## src/hdl/rpfc_pkg.sv

```systemverilog
// Package for the RoCE/PFC packet classifier: field widths, class and error codes,
// ethertypes and counter indexes. It has no dependencies.
`default_nettype none
package rpfc_pkg;
  localparam int COUNTER_WIDTH = 64;
  localparam int LENGTH_WIDTH  = 16;
  localparam int NUM_COUNTERS  = 24;
  localparam int CIDX_W        = 5;
  localparam int IN_DATA_W     = 32;
  localparam int OUT_DATA_W    = 128 + COUNTER_WIDTH;

  localparam logic [15:0] ETH_VLAN  = 16'h8100;
  localparam logic [15:0] ETH_IPV4  = 16'h0800;
  localparam logic [15:0] ETH_ARP   = 16'h0806;
  localparam logic [15:0] ETH_MACC  = 16'h8808;
  localparam logic [15:0] UDP_ROCE1 = 16'd4791;
  localparam logic [15:0] UDP_ROCE0 = 16'd4790;
  localparam logic [7:0]  PROTO_UDP = 8'd17;
  localparam logic [7:0]  PROTO_TCP = 8'd6;
  localparam logic [7:0]  PROTO_ICMP = 8'd1;
  localparam logic [15:0] OP_PAUSE  = 16'h0001;
  localparam logic [15:0] OP_PFC    = 16'h0101;
  localparam logic [15:0] DEFAULT_RATE = 16'd1000;
  localparam logic [7:0]  NO_PRIORITY  = 8'hFF;

  localparam logic [2:0] CLS_ROCE  = 3'd0;
  localparam logic [2:0] CLS_UDP   = 3'd1;
  localparam logic [2:0] CLS_TCP   = 3'd2;
  localparam logic [2:0] CLS_ICMP  = 3'd3;
  localparam logic [2:0] CLS_ARP   = 3'd4;
  localparam logic [2:0] CLS_PAUSE = 3'd5;
  localparam logic [2:0] CLS_PFC   = 3'd6;
  localparam logic [2:0] CLS_ERROR = 3'd7;

  localparam logic [3:0] ERR_NONE  = 4'd0;
  localparam logic [3:0] ERR_SHORT = 4'd1;
  localparam logic [3:0] ERR_IP    = 4'd2;
  localparam logic [3:0] ERR_UDP   = 4'd3;
  localparam logic [3:0] ERR_PROTO = 4'd4;
  localparam logic [3:0] ERR_ETYPE = 4'd5;
  localparam logic [3:0] ERR_PFC   = 4'd6;
  localparam logic [3:0] ERR_RSHORT = 4'd7;
  localparam logic [3:0] ERR_BTH   = 4'd8;

  localparam int C_PKTS = 0,  C_BYTES = 1,  C_SHORT = 2,  C_IPERR = 3;
  localparam int C_IPPK = 4,  C_IPBY = 5,   C_UDPERR = 6, C_ROCEPK = 7;
  localparam int C_ROCEBY = 8, C_UDPPK = 9, C_UDPBY = 10, C_TCPPK = 11;
  localparam int C_TCPBY = 12, C_ICMPPK = 13, C_ICMPBY = 14, C_PROTERR = 15;
  localparam int C_ARPPK = 16, C_ARPBY = 17, C_PFCPK = 18, C_PFCBY = 19;
  localparam int C_PFCERR = 20, C_ETERR = 21, C_RSHORT = 22, C_BTHERR = 23;

  typedef logic [COUNTER_WIDTH-1:0] cnt_t;
endpackage
`default_nettype wire

```

## src/hdl/roce_pfc_packet_classifier.sv

```systemverilog
// Top level of the RoCE/PFC packet classifier: header capture, classification,
// statistics counters and the registered result stage. Depends on rpfc_pkg.
//
// Input beats carry either one frame byte (in_tuser low) or a counter read
// (in_tuser high). in_tlast marks the final captured byte of a frame; the
// on-wire length is taken with that beat. A frame's last byte and every
// counter read produce one result beat; other bytes produce none.
// The result is held in an output register from the cycle after the beat
// is taken. One beat is taken every cycle while the output register is empty
// or being drained; the header fields, the 24 counters and the sampling
// countdown all update at the edge that takes the beat, so a read right after
// a frame sees that frame counted.
// While out_tready is low with a result waiting, in_tready is low and the
// result holds. Reset clears the parse state, all counters and the output valid
// flag, and loads sample rate 1000 and its countdown. cfg_wr_en writes
// the sample rate (zero stores 1000) and reloads the countdown.
`default_nettype none
module roce_pfc_packet_classifier (
  input  wire logic                           clk,
  input  wire logic                           rst_n,
  input  wire logic                           in_tvalid,
  output logic                                in_tready,
  // data_byte [7:0], wire_length [23:8], counter_index [28:24], zero fill
  input  wire logic [rpfc_pkg::IN_DATA_W-1:0] in_tdata,
  input  wire logic                           in_tlast,
  // command
  input  wire logic                           in_tuser,
  output logic                                out_tvalid,
  input  wire logic                           out_tready,
  // packet_class, error_code, source_port, destination_port, transport_opcode,
  // queue_pair, sequence_number, sampled, priority_mask, pause_quanta,
  // first_priority, counter_value
  output logic [rpfc_pkg::OUT_DATA_W-1:0]     out_tdata,
  input  wire logic                           cfg_wr_en,
  input  wire logic [15:0]                    cfg_wr_data
);
  import rpfc_pkg::*;

  logic [LENGTH_WIDTH-1:0] pos_r;
  logic                    vlan_r, vlan_nxt;
  logic [15:0]             ftype_r, ftype_nxt;
  logic [7:0]              proto_r, proto_nxt;
  logic [6:0]              ihb_r, ihb_nxt;
  logic [31:0]             ports_r, ports_nxt;
  logic [55:0]             tf_r, tf_nxt;
  logic [39:0]             fc_r, fc_nxt;
  logic [15:0]             rate_r, pus_r;
  cnt_t                    cnt_r [NUM_COUNTERS];
  cnt_t                    cnt_add [NUM_COUNTERS];
  logic                    out_valid_r;
  logic [OUT_DATA_W-1:0]   out_data_r, res_data;

  logic                    acc, is_read, is_last, first;
  logic [7:0]              b;
  logic [15:0]             wlen;
  logic [CIDX_W-1:0]       cidx;
  logic [LENGTH_WIDTH:0]   p, caplen, remain;
  logic [LENGTH_WIDTH:0]   ipoff, udp, bth, ihl, ihl_f, v, v_f;
  logic                    vb;
  logic [6:0]              ihb_b;
  logic [2:0]              cls;
  logic [3:0]              err;
  logic [15:0]             sp, dp, quanta;
  logic [7:0]              opc, mask, fpri;
  logic [23:0]             qp, psn;
  logic                    sampled;
  cnt_t                    cval;

  assign acc     = in_tvalid && in_tready;
  assign is_read = in_tuser;
  assign is_last = in_tlast;
  assign b       = in_tdata[7:0];
  assign wlen    = in_tdata[23:8];
  assign cidx    = in_tdata[28:24];
  assign first   = (pos_r == '0);
  assign in_tready = !out_valid_r || out_tready;

  // Header capture, built on the cleared registers at the first byte.
  always_comb begin
    vb    = first ? 1'b0 : vlan_r;
    ihb_b = first ? 7'd0 : ihb_r;
    vlan_nxt  = vb;
    ftype_nxt = first ? 16'd0 : ftype_r;
    proto_nxt = first ? 8'd0 : proto_r;
    ihb_nxt   = ihb_b;
    ports_nxt = first ? 32'd0 : ports_r;
    tf_nxt    = first ? 56'd0 : tf_r;
    fc_nxt    = first ? 40'd0 : fc_r;
    p     = {1'b0, pos_r};
    v     = vb ? (LENGTH_WIDTH+1)'(4) : '0;
    ihl   = (ihb_b < 7'd20) ? (LENGTH_WIDTH+1)'(20) : (LENGTH_WIDTH+1)'(ihb_b);
    ipoff = (LENGTH_WIDTH+1)'(14) + v;
    udp   = ipoff + ihl;
    bth   = udp + (LENGTH_WIDTH+1)'(8);
    if (p == (LENGTH_WIDTH+1)'(12) || p == (LENGTH_WIDTH+1)'(13)) begin
      ftype_nxt = {ftype_nxt[7:0], b};
      if (p == (LENGTH_WIDTH+1)'(13) && ftype_nxt == ETH_VLAN) vlan_nxt = 1'b1;
    end else if (vb && (p == (LENGTH_WIDTH+1)'(16) || p == (LENGTH_WIDTH+1)'(17))) begin
      ftype_nxt = {ftype_nxt[7:0], b};
    end
    if (p == ipoff) ihb_nxt = {1'b0, b[3:0], 2'b00};
    if (p == ipoff + (LENGTH_WIDTH+1)'(9)) proto_nxt = b;
    if (p >= udp && p < udp + (LENGTH_WIDTH+1)'(4)) ports_nxt = {ports_nxt[23:0], b};
    if (p == bth) tf_nxt[55:48] = b;
    if (p >= bth + (LENGTH_WIDTH+1)'(5) && p < bth + (LENGTH_WIDTH+1)'(8))
      tf_nxt[47:24] = {tf_nxt[39:24], b};
    if (p >= bth + (LENGTH_WIDTH+1)'(9) && p < bth + (LENGTH_WIDTH+1)'(12))
      tf_nxt[23:0] = {tf_nxt[15:0], b};
    if (p == ipoff || p == ipoff + (LENGTH_WIDTH+1)'(1))
      fc_nxt[39:24] = {fc_nxt[31:24], b};
    if (p == ipoff + (LENGTH_WIDTH+1)'(3)) fc_nxt[23:16] = b;
    if (p == ipoff + (LENGTH_WIDTH+1)'(4) || p == ipoff + (LENGTH_WIDTH+1)'(5))
      fc_nxt[15:0] = {fc_nxt[7:0], b};
  end

  // Classification at the last byte, on the freshly captured fields.
  always_comb begin
    for (int i = 0; i < NUM_COUNTERS; i++) cnt_add[i] = '0;
    caplen = p + (LENGTH_WIDTH+1)'(1);
    v_f    = vlan_nxt ? (LENGTH_WIDTH+1)'(4) : '0;
    ihl_f  = (ihb_nxt < 7'd20) ? (LENGTH_WIDTH+1)'(20) : (LENGTH_WIDTH+1)'(ihb_nxt);
    remain = caplen - ((LENGTH_WIDTH+1)'(14) + v_f);
    cls = CLS_ERROR; err = ERR_NONE;
    sp = '0; dp = '0; opc = '0; qp = '0; psn = '0;
    mask = '0; quanta = '0; fpri = NO_PRIORITY;
    cnt_add[C_PKTS]  = cnt_t'(1);
    cnt_add[C_BYTES] = cnt_t'(wlen);
    if (caplen < (LENGTH_WIDTH+1)'(14) || (vlan_nxt && caplen < (LENGTH_WIDTH+1)'(18))) begin
      err = ERR_SHORT; cnt_add[C_SHORT] = cnt_t'(1);
    end else if (ftype_nxt == ETH_IPV4) begin
      if (caplen < (LENGTH_WIDTH+1)'(34) + v_f) begin
        err = ERR_IP; cnt_add[C_IPERR] = cnt_t'(1);
      end else begin
        cnt_add[C_IPPK] = cnt_t'(1); cnt_add[C_IPBY] = cnt_t'(wlen);
        if (proto_nxt == PROTO_UDP) begin
          if (caplen < (LENGTH_WIDTH+1)'(22) + v_f + ihl_f) begin
            err = ERR_UDP; cnt_add[C_UDPERR] = cnt_t'(1);
          end else begin
            sp = ports_nxt[31:16]; dp = ports_nxt[15:0];
            if (sp == UDP_ROCE1 || sp == UDP_ROCE0 || dp == UDP_ROCE1 || dp == UDP_ROCE0) begin
              cnt_add[C_ROCEPK] = cnt_t'(1); cnt_add[C_ROCEBY] = cnt_t'(wlen);
              if (caplen < (LENGTH_WIDTH+1)'(54) + v_f) begin
                err = ERR_RSHORT; cnt_add[C_RSHORT] = cnt_t'(1);
              end else if (caplen < (LENGTH_WIDTH+1)'(34) + v_f + ihl_f) begin
                err = ERR_BTH; cnt_add[C_BTHERR] = cnt_t'(1);
              end else begin
                cls = CLS_ROCE;
                opc = tf_nxt[55:48]; qp = tf_nxt[47:24]; psn = tf_nxt[23:0];
              end
            end else begin
              cls = CLS_UDP; cnt_add[C_UDPPK] = cnt_t'(1); cnt_add[C_UDPBY] = cnt_t'(wlen);
            end
          end
        end else if (proto_nxt == PROTO_TCP) begin
          cls = CLS_TCP; cnt_add[C_TCPPK] = cnt_t'(1); cnt_add[C_TCPBY] = cnt_t'(wlen);
        end else if (proto_nxt == PROTO_ICMP) begin
          cls = CLS_ICMP; cnt_add[C_ICMPPK] = cnt_t'(1); cnt_add[C_ICMPBY] = cnt_t'(wlen);
        end else begin
          err = ERR_PROTO; cnt_add[C_PROTERR] = cnt_t'(1);
        end
      end
    end else if (ftype_nxt == ETH_ARP) begin
      cls = CLS_ARP; cnt_add[C_ARPPK] = cnt_t'(1); cnt_add[C_ARPBY] = cnt_t'(wlen);
    end else if (ftype_nxt == ETH_MACC) begin
      cnt_add[C_PFCPK] = cnt_t'(1); cnt_add[C_PFCBY] = cnt_t'(wlen);
      if (fc_nxt[39:24] == OP_PAUSE && remain >= (LENGTH_WIDTH+1)'(4)) begin
        cls = CLS_PAUSE;
      end else if (fc_nxt[39:24] == OP_PFC && remain >= (LENGTH_WIDTH+1)'(8)) begin
        cls = CLS_PFC;
        mask = fc_nxt[23:16]; quanta = fc_nxt[15:0];
        for (int k = 7; k >= 0; k--) if (mask[k]) fpri = 8'(k);
      end else begin
        err = ERR_PFC; cnt_add[C_PFCERR] = cnt_t'(1);
      end
    end else begin
      err = ERR_ETYPE; cnt_add[C_ETERR] = cnt_t'(1);
    end
    if (err != ERR_NONE) cls = CLS_ERROR;
    sampled = (pus_r <= 16'd1);
    cval = (cidx < CIDX_W'(NUM_COUNTERS)) ? cnt_r[cidx] : '0;
    if (is_read)
      res_data = {cval, NO_PRIORITY, 16'd0, 8'd0, 1'b0, 24'd0, 24'd0, 8'd0,
                  16'd0, 16'd0, ERR_NONE, 3'd0};
    else
      res_data = {cnt_t'(0), fpri, quanta, mask, sampled, psn, qp, opc, dp, sp, err, cls};
  end

  always_ff @(posedge clk) begin
    if (!rst_n) begin
      pos_r <= '0; vlan_r <= 1'b0; ftype_r <= '0; proto_r <= '0; ihb_r <= '0;
      ports_r <= '0; tf_r <= '0; fc_r <= '0;
      rate_r <= DEFAULT_RATE; pus_r <= DEFAULT_RATE;
      for (int i = 0; i < NUM_COUNTERS; i++) cnt_r[i] <= '0;
      out_valid_r <= 1'b0;
    end else begin
      if (cfg_wr_en) begin
        rate_r <= (cfg_wr_data == 16'd0) ? DEFAULT_RATE : cfg_wr_data;
        pus_r  <= (cfg_wr_data == 16'd0) ? DEFAULT_RATE : cfg_wr_data;
      end else if (acc && !is_read && is_last) begin
        pus_r <= (pus_r <= 16'd1) ? rate_r : pus_r - 16'd1;
      end
      if (acc && !is_read) begin
        vlan_r <= vlan_nxt; ftype_r <= ftype_nxt; proto_r <= proto_nxt;
        ihb_r <= ihb_nxt; ports_r <= ports_nxt; tf_r <= tf_nxt; fc_r <= fc_nxt;
        if (is_last) begin
          pos_r <= '0;
          for (int i = 0; i < NUM_COUNTERS; i++) cnt_r[i] <= cnt_r[i] + cnt_add[i];
        end else if (pos_r != {LENGTH_WIDTH{1'b1}}) begin
          pos_r <= pos_r + LENGTH_WIDTH'(1);
        end
      end
      if (acc && (is_read || is_last)) out_valid_r <= 1'b1;
      else if (out_tready) out_valid_r <= 1'b0;
    end
    if (acc && (is_read || is_last)) out_data_r <= res_data;
  end

  assign out_tvalid = out_valid_r;
  assign out_tdata  = out_data_r;

  a_result: assert property (@(posedge clk) disable iff (!rst_n)
    acc && (is_read || is_last) |=> out_valid_r) else $error("result beat lost");
  a_posclr: assert property (@(posedge clk) disable iff (!rst_n)
    acc && !is_read && is_last && !cfg_wr_en |=> pos_r == '0) else $error("position not cleared");
  a_pus: assert property (@(posedge clk) disable iff (!rst_n)
    pus_r != 16'd0) else $error("sample countdown at zero");
  a_pri: assert property (@(posedge clk) disable iff (!rst_n)
    out_valid_r && out_data_r[127:120] != NO_PRIORITY |-> out_data_r[2:0] == CLS_PFC)
    else $error("priority reported outside PFC");
endmodule
`default_nettype wire
```

## config.mk

```make
export PLATFORM = sky130hd
export DESIGN_NAME = roce_pfc_packet_classifier
export DESIGN_NICKNAME = d
export VERILOG_FILES = /design/src/hdl/rpfc_pkg.sv /design/src/hdl/roce_pfc_packet_classifier.sv
export SDC_FILE = /design/constraint.sdc
export NUM_CORES = 2
export LEC_CHECK = 0
export BUFFER_PORTS_ARGS = -buffer_cell sky130_fd_sc_hd__buf_2
export CAP_MARGIN = 30
export CORE_AREA = 2 2 726 367
export DETAILED_ROUTE_END_ITERATION = 10
export DIE_AREA = 0 0 728 369
export GPL_ROUTABILITY_DRIVEN = 0
export PLACE_DENSITY = 0.64
export SYNTH_ARGS = -nofsm -noshare
export SYNTH_HDL_FRONTEND = slang
export SYNTH_SLANG_ARGS = --single-unit
```

## constraint.sdc

```tcl
create_clock -name clk -period 64.4 [get_ports clk]
set_clock_uncertainty 0.2 [all_clocks]
set_input_delay 12.88 -clock clk [delete_from_list [all_inputs] [get_ports clk]]
set_output_delay 12.88 -clock clk [all_outputs]
set_load 0.1 [all_outputs]
```

# == After elaboration in Yosys (flattened, before gate mapping) ==
# Memory sizes are Yosys's and may differ from the RTL's. A register that Yosys moved wholly into a read port is not among the register bits.
# Cells that the tools add are included.
# classes
add_sub_neg,47
n_lt_le_gt_ge,18
eq_ne,25
mux,128
n_bitwise,29
reduce_logical,36
# ops
cell,n
2-to-1 mux 64 bit,24
adder 64 bit,22
2-to-1 mux 1344 bit,1
2-to-1 mux 832 bit,1
2-to-1 mux 705 bit,1
2-to-1 mux 65 bit,9
2-to-1 mux 193 bit,2
2-to-1 mux 321 bit,1
2-to-1 mux 320 bit,1
2-to-1 mux 257 bit,1
2-to-1 mux 192 bit,1
2-to-1 mux 16 bit,11
2-to-1 mux 129 bit,1
2-to-1 mux 128 bit,1
2-to-1 mux 8 bit,12
== test 16 x 6 -> 1 bit,5
adder 64 x 1 -> 64 bit (second input constant),1
adder 64 x 16 -> 64 bit,1
== test 16 x 13 -> 1 bit (second input constant),4
2-to-1 mux 32 bit,2
2-to-1 mux 56 bit,1
2-to-1 mux 3 bit,17
2-to-1 mux 24 bit,2
2-to-1 mux 4 bit,10
60 further kinds,151
# totals
regBits,337
ramBits,1536
input_bits,55
output_inout_bits,194
wordCells,299
memories,1
# memory_table
memory,words,width,rd,rd_ports_with_merged_regs,wr,line,rtl
cnt_r,24,64,25,1,24,roce_pfc_packet_classifier.sv:48,cnt_t cnt_r [NUM_COUNTERS];

# == Logic depth before layout (Yosys ltp) ==
# depth
ltp_word,21
mapped_depth,48
ltp_nobuf,40

# == Worst setup path after synthesis ==
# Ideal clock, no wire load.
# synth_path
path_kind,input-to-reg
startpoint,input port out_tready
endpoint,"memory cnt_r[0][0] (netlist bit), enable pin"
setup_ps,10377
arrival_time_ps,39463
t_required_ps,53823
setup_slack_ps,14360
path_stages,7
path_buffers,2
cell_sequence,nand2b_1 > nand2_1 > nor2_1 > clkbuf_1 > nand2_1 > clkbuf_1 > nand2_1
# synth_rtl
element,line,rtl
from (decl),roce_pfc_packet_classifier.sv:29,"input wire logic out_tready,"
to (decl),roce_pfc_packet_classifier.sv:48,

# == Worst setup path after layout ==
# layout_path
startpoint,input port out_tready
endpoint,output port in_tready
# layout_via
elab_chain_cells,1
# layout_lines
element,line,rtl
logical OR 1 bit,roce_pfc_packet_classifier.sv:76,assign in_tready = !out_valid_r || out_tready;
to (decl),roce_pfc_packet_classifier.sv:22,"output logic in_tready,"
# No other way between the ends.

==> impl_metrics.tcl <==
set metrics [dict create \
    status "finished, final reports clean" \
    drive_above_1_share 0.109 \
    slew_headroom 0.256 \
    fin_area_um2 128000 \
    power_density_nw_per_um2 23.1 \
    post_cts_buffers 0 \
    hpwlAfterDp_um 236000 \
    finalCritPeriodShare 0.414 \
    clkSinkCount 1933 \
    multi_input_area_um2 58400 \
    globalRoute.totalOverflow 0 \
    synth_cells 11207 \
    drtIter0Drc 11266 \
    slowest_stage "buf_2" \
    die_h_um 369 \
    syn_area_um2 117000 \
    finalSetupViolations 0 \
    path_common_cell "buf_2" \
    dp_cells 14559 \
    cp.required_ns 51.32 \
    min_period_ns 26.65 \
    vias 89646 \
    report.final.slew_viol_count 0 \
    synth_ff_type "edfxtp_1" \
    utilization 0.490 \
    ant_nets 0 \
    io_pins 249 \
    area_growth_pct 9.26 \
    grt_usage 0.242 \
    io_buffers 245 \
    cp-endpoint "in_tready" \
    hp-class "flip-flop to flip-flop" \
    vias_per_cell 6.01 \
    final_common_cell "nor2_1" \
    rows 133 \
    ys_types 102 \
    start_util 0.448 \
    fin_cells 14916 \
    ir_drop_uv 20.1 \
    die_area_um2 269000 \
    grt_antenna_before_repair 33 \
    totalWireLength_um 335000 \
    reg2reg_from "pos_r[6]" \
    ys_ff_latch 1933 \
    maxCapViolCount 0 \
    drc 0 \
    cts-root-buf "clkbuf_16" \
    die_x_um 728 \
    fill_cells 23569 \
    ff2ff_path_depth 41 \
    synth_edf_count 1724 \
    crit_path_max_incr_delay_ns 0.45 \
    grt_pass1_wl_um 508000 \
    endpoint_kind "output port" \
    synthArstFlopShare 0 \
    ys_top_cells_by_area "edfxtp_1 (44%), mux4_2 (8.6%), xor2_1 (6.3%)" \
    register_area_um2 56000 \
    postCtsHoldBufs 0 \
    placed_area_um2 122000 \
    routedWlPerCell_um 22.5 \
    synth_top_cell_area_share 0.441 \
    yosysTopAreaCell "edfxtp_1" \
    nNetsFinal 11574 \
    clk_path_buf_depth 4 \
    mostFrequentLayoutCells "nor2_1 (1853), edfxtp_1 (1724), xor2_1 (841), nand2_1 (800), nand3_1 (647)" \
    htreeDepth 4 \
    first_pass_iters 6 \
    hold_viol 0 \
    power_leakage_nw 43.1 \
    fmax_ghz 0.0375 \
    grt_max_degree 200 \
    rsz0062_at_grt "no" \
    path_clk_slew_ns 0.06 \
    path_cells "buf_2, nand2b_1, buf_2" \
    r2r_setup_slack_ns 52.66 \
    cp-start-kind "input pin" \
    core-area_um2 262000 \
    ys_seq_area_frac 0.477 \
    first_global_vias 83050 \
    ys_warn_count 0 \
    startpoint "out_tready" \
    r2r_end "cnt_r[8][56]" \
    path_class "input pin to output port" \
    avgSynthCellArea_um2 10.5 \
    clkLatencyLatePin_ns 0.88 \
    cts_tree "yes" \
    timing.setup.tns_ns 0 \
    postCtsResizedCells 0 \
    cp_max_fo 4 \
    cp.arrival_ns 13.57 \
    cts_buffers 197 \
    tightest_slew_ns 1.12 \
]
==> critical path: cells and delay by family <==
family	cells	cell delay, ns
simple gates	1	0.17
buf+inv	2	0.52
==> layout make-up <==
cell class / instances / area share
diodes: 5 / 0.0000976
clock buffers: 255 / 0.0413
multi-input cells: 8473 / 0.456
inverters: 250 / 0.00738
repair buffers: 398 / 0.0203
clock inverters: 92 / 0.00464
well taps: 3510 / 0.0343
flip-flops and latches: 1933 / 0.436
==> sequential cells by signal (all words and copies together) (netlist names) <==
name and count:
ihb_r 7, cnt_r 1536, proto_r 8, fc_r 40
vlan_r 1, ftype_r 16, tf_r 56, pos_r 16
rate_r 16, out_tdata 188, ports_r 32, out_tvalid 1
pus_r 16
==> through the flow <==
stage / setup slack, ns / power, mW / hold WS, ns
after CTS: 37.75 / 2.97 / 0.261
after global routing: 37.69 / 3.05 / 0.271
after detailed placement: 37.75 / 1.86 / 0.249
after global placement: 37.76 / 1.85 / 0.250
after floorplan: 14.36 / 1.84 / 0.236
final: 37.75 / 2.96 / 0.263
==> where the power goes <==
part | total (mW) | switching, mW | leakage, nW | internal [mW]
combinational | 0.328 | 0.222 | 20.7 | 0.106
clock | 1.12 | 0.519 | 2.90 | 0.599
sequential | 1.51 | 0.0743 | 19.5 | 1.44
==> worst min-delay path by stage <==
| stage | startpoint | end | cells after the start |
|---|---|---|---|
| after floorplan | fc_r[32] | fc_r[32] | 2 |
| after global placement | fc_r[32] | fc_r[32] | 2 |
| after detailed placement | fc_r[32] | fc_r[32] | 2 |
| after CTS | fc_r[32] | fc_r[32] | 2 |
| after global routing | fc_r[32] | fc_r[32] | 2 |
| final | fc_r[32] | fc_r[32] | 2 |
==> cells in the mapped netlist, types with 8 or more instances <==
master,instances
nor3_1,196
nand3b_1,13
or4_1,18
nand2b_1,49
nor2b_1,58
a22oi_1,116
and2_1,225
buf_1,65
nand4_1,260
nand3_1,649
clkbuf_1,460
buf_4,8
a21oi_1,528
a21o_1,56
nor4_1,60
or3_1,276
nand2_1,801
nor2_1,1855
nor2_4,40
mux2i_1,114
a31oi_1,22
o22ai_1,12
a211oi_1,17
or2_2,35
o21ai_0,374
ha_1,253
a22o_1,25
o21bai_1,16
dfxtp_1,209
nor4b_1,10
mux4_2,448
o21a_1,30
buf_2,11
xor2_1,841
xnor2_1,419
and4_1,110
nor3b_1,16
inv_1,248
o21ai_1,9
and3_1,319
edfxtp_1,1724
o211ai_1,42
fa_1,13
==> cell families (layout without fill, tap and decap cells) <==
group           after synthesis  after routing  synth area share
other cells                   1              9         0.0000320
xor+xnor                   1262           1262            0.0944
mux                         563            563            0.0958
buf+inv                     804            995            0.0270
fa+ha+maj                   266            266            0.0292
simple gates               5035           5035             0.209
flops                      1933           1933             0.477
compound gates             1343           1343            0.0678
==> layer usage <==
layer / share of wire / vias to the layer above / GRT usage
li1: - / 40984 / -
met1: 0.44 / 44523 / 0.366
met2: 0.43 / 3695 / 0.356
met3: 0.10 / 442 / 0.0452
met4: 0.029 / 2 / 0.0662
met5: 0.000054 / - / 0
Power figures use the tool's default switching activity.
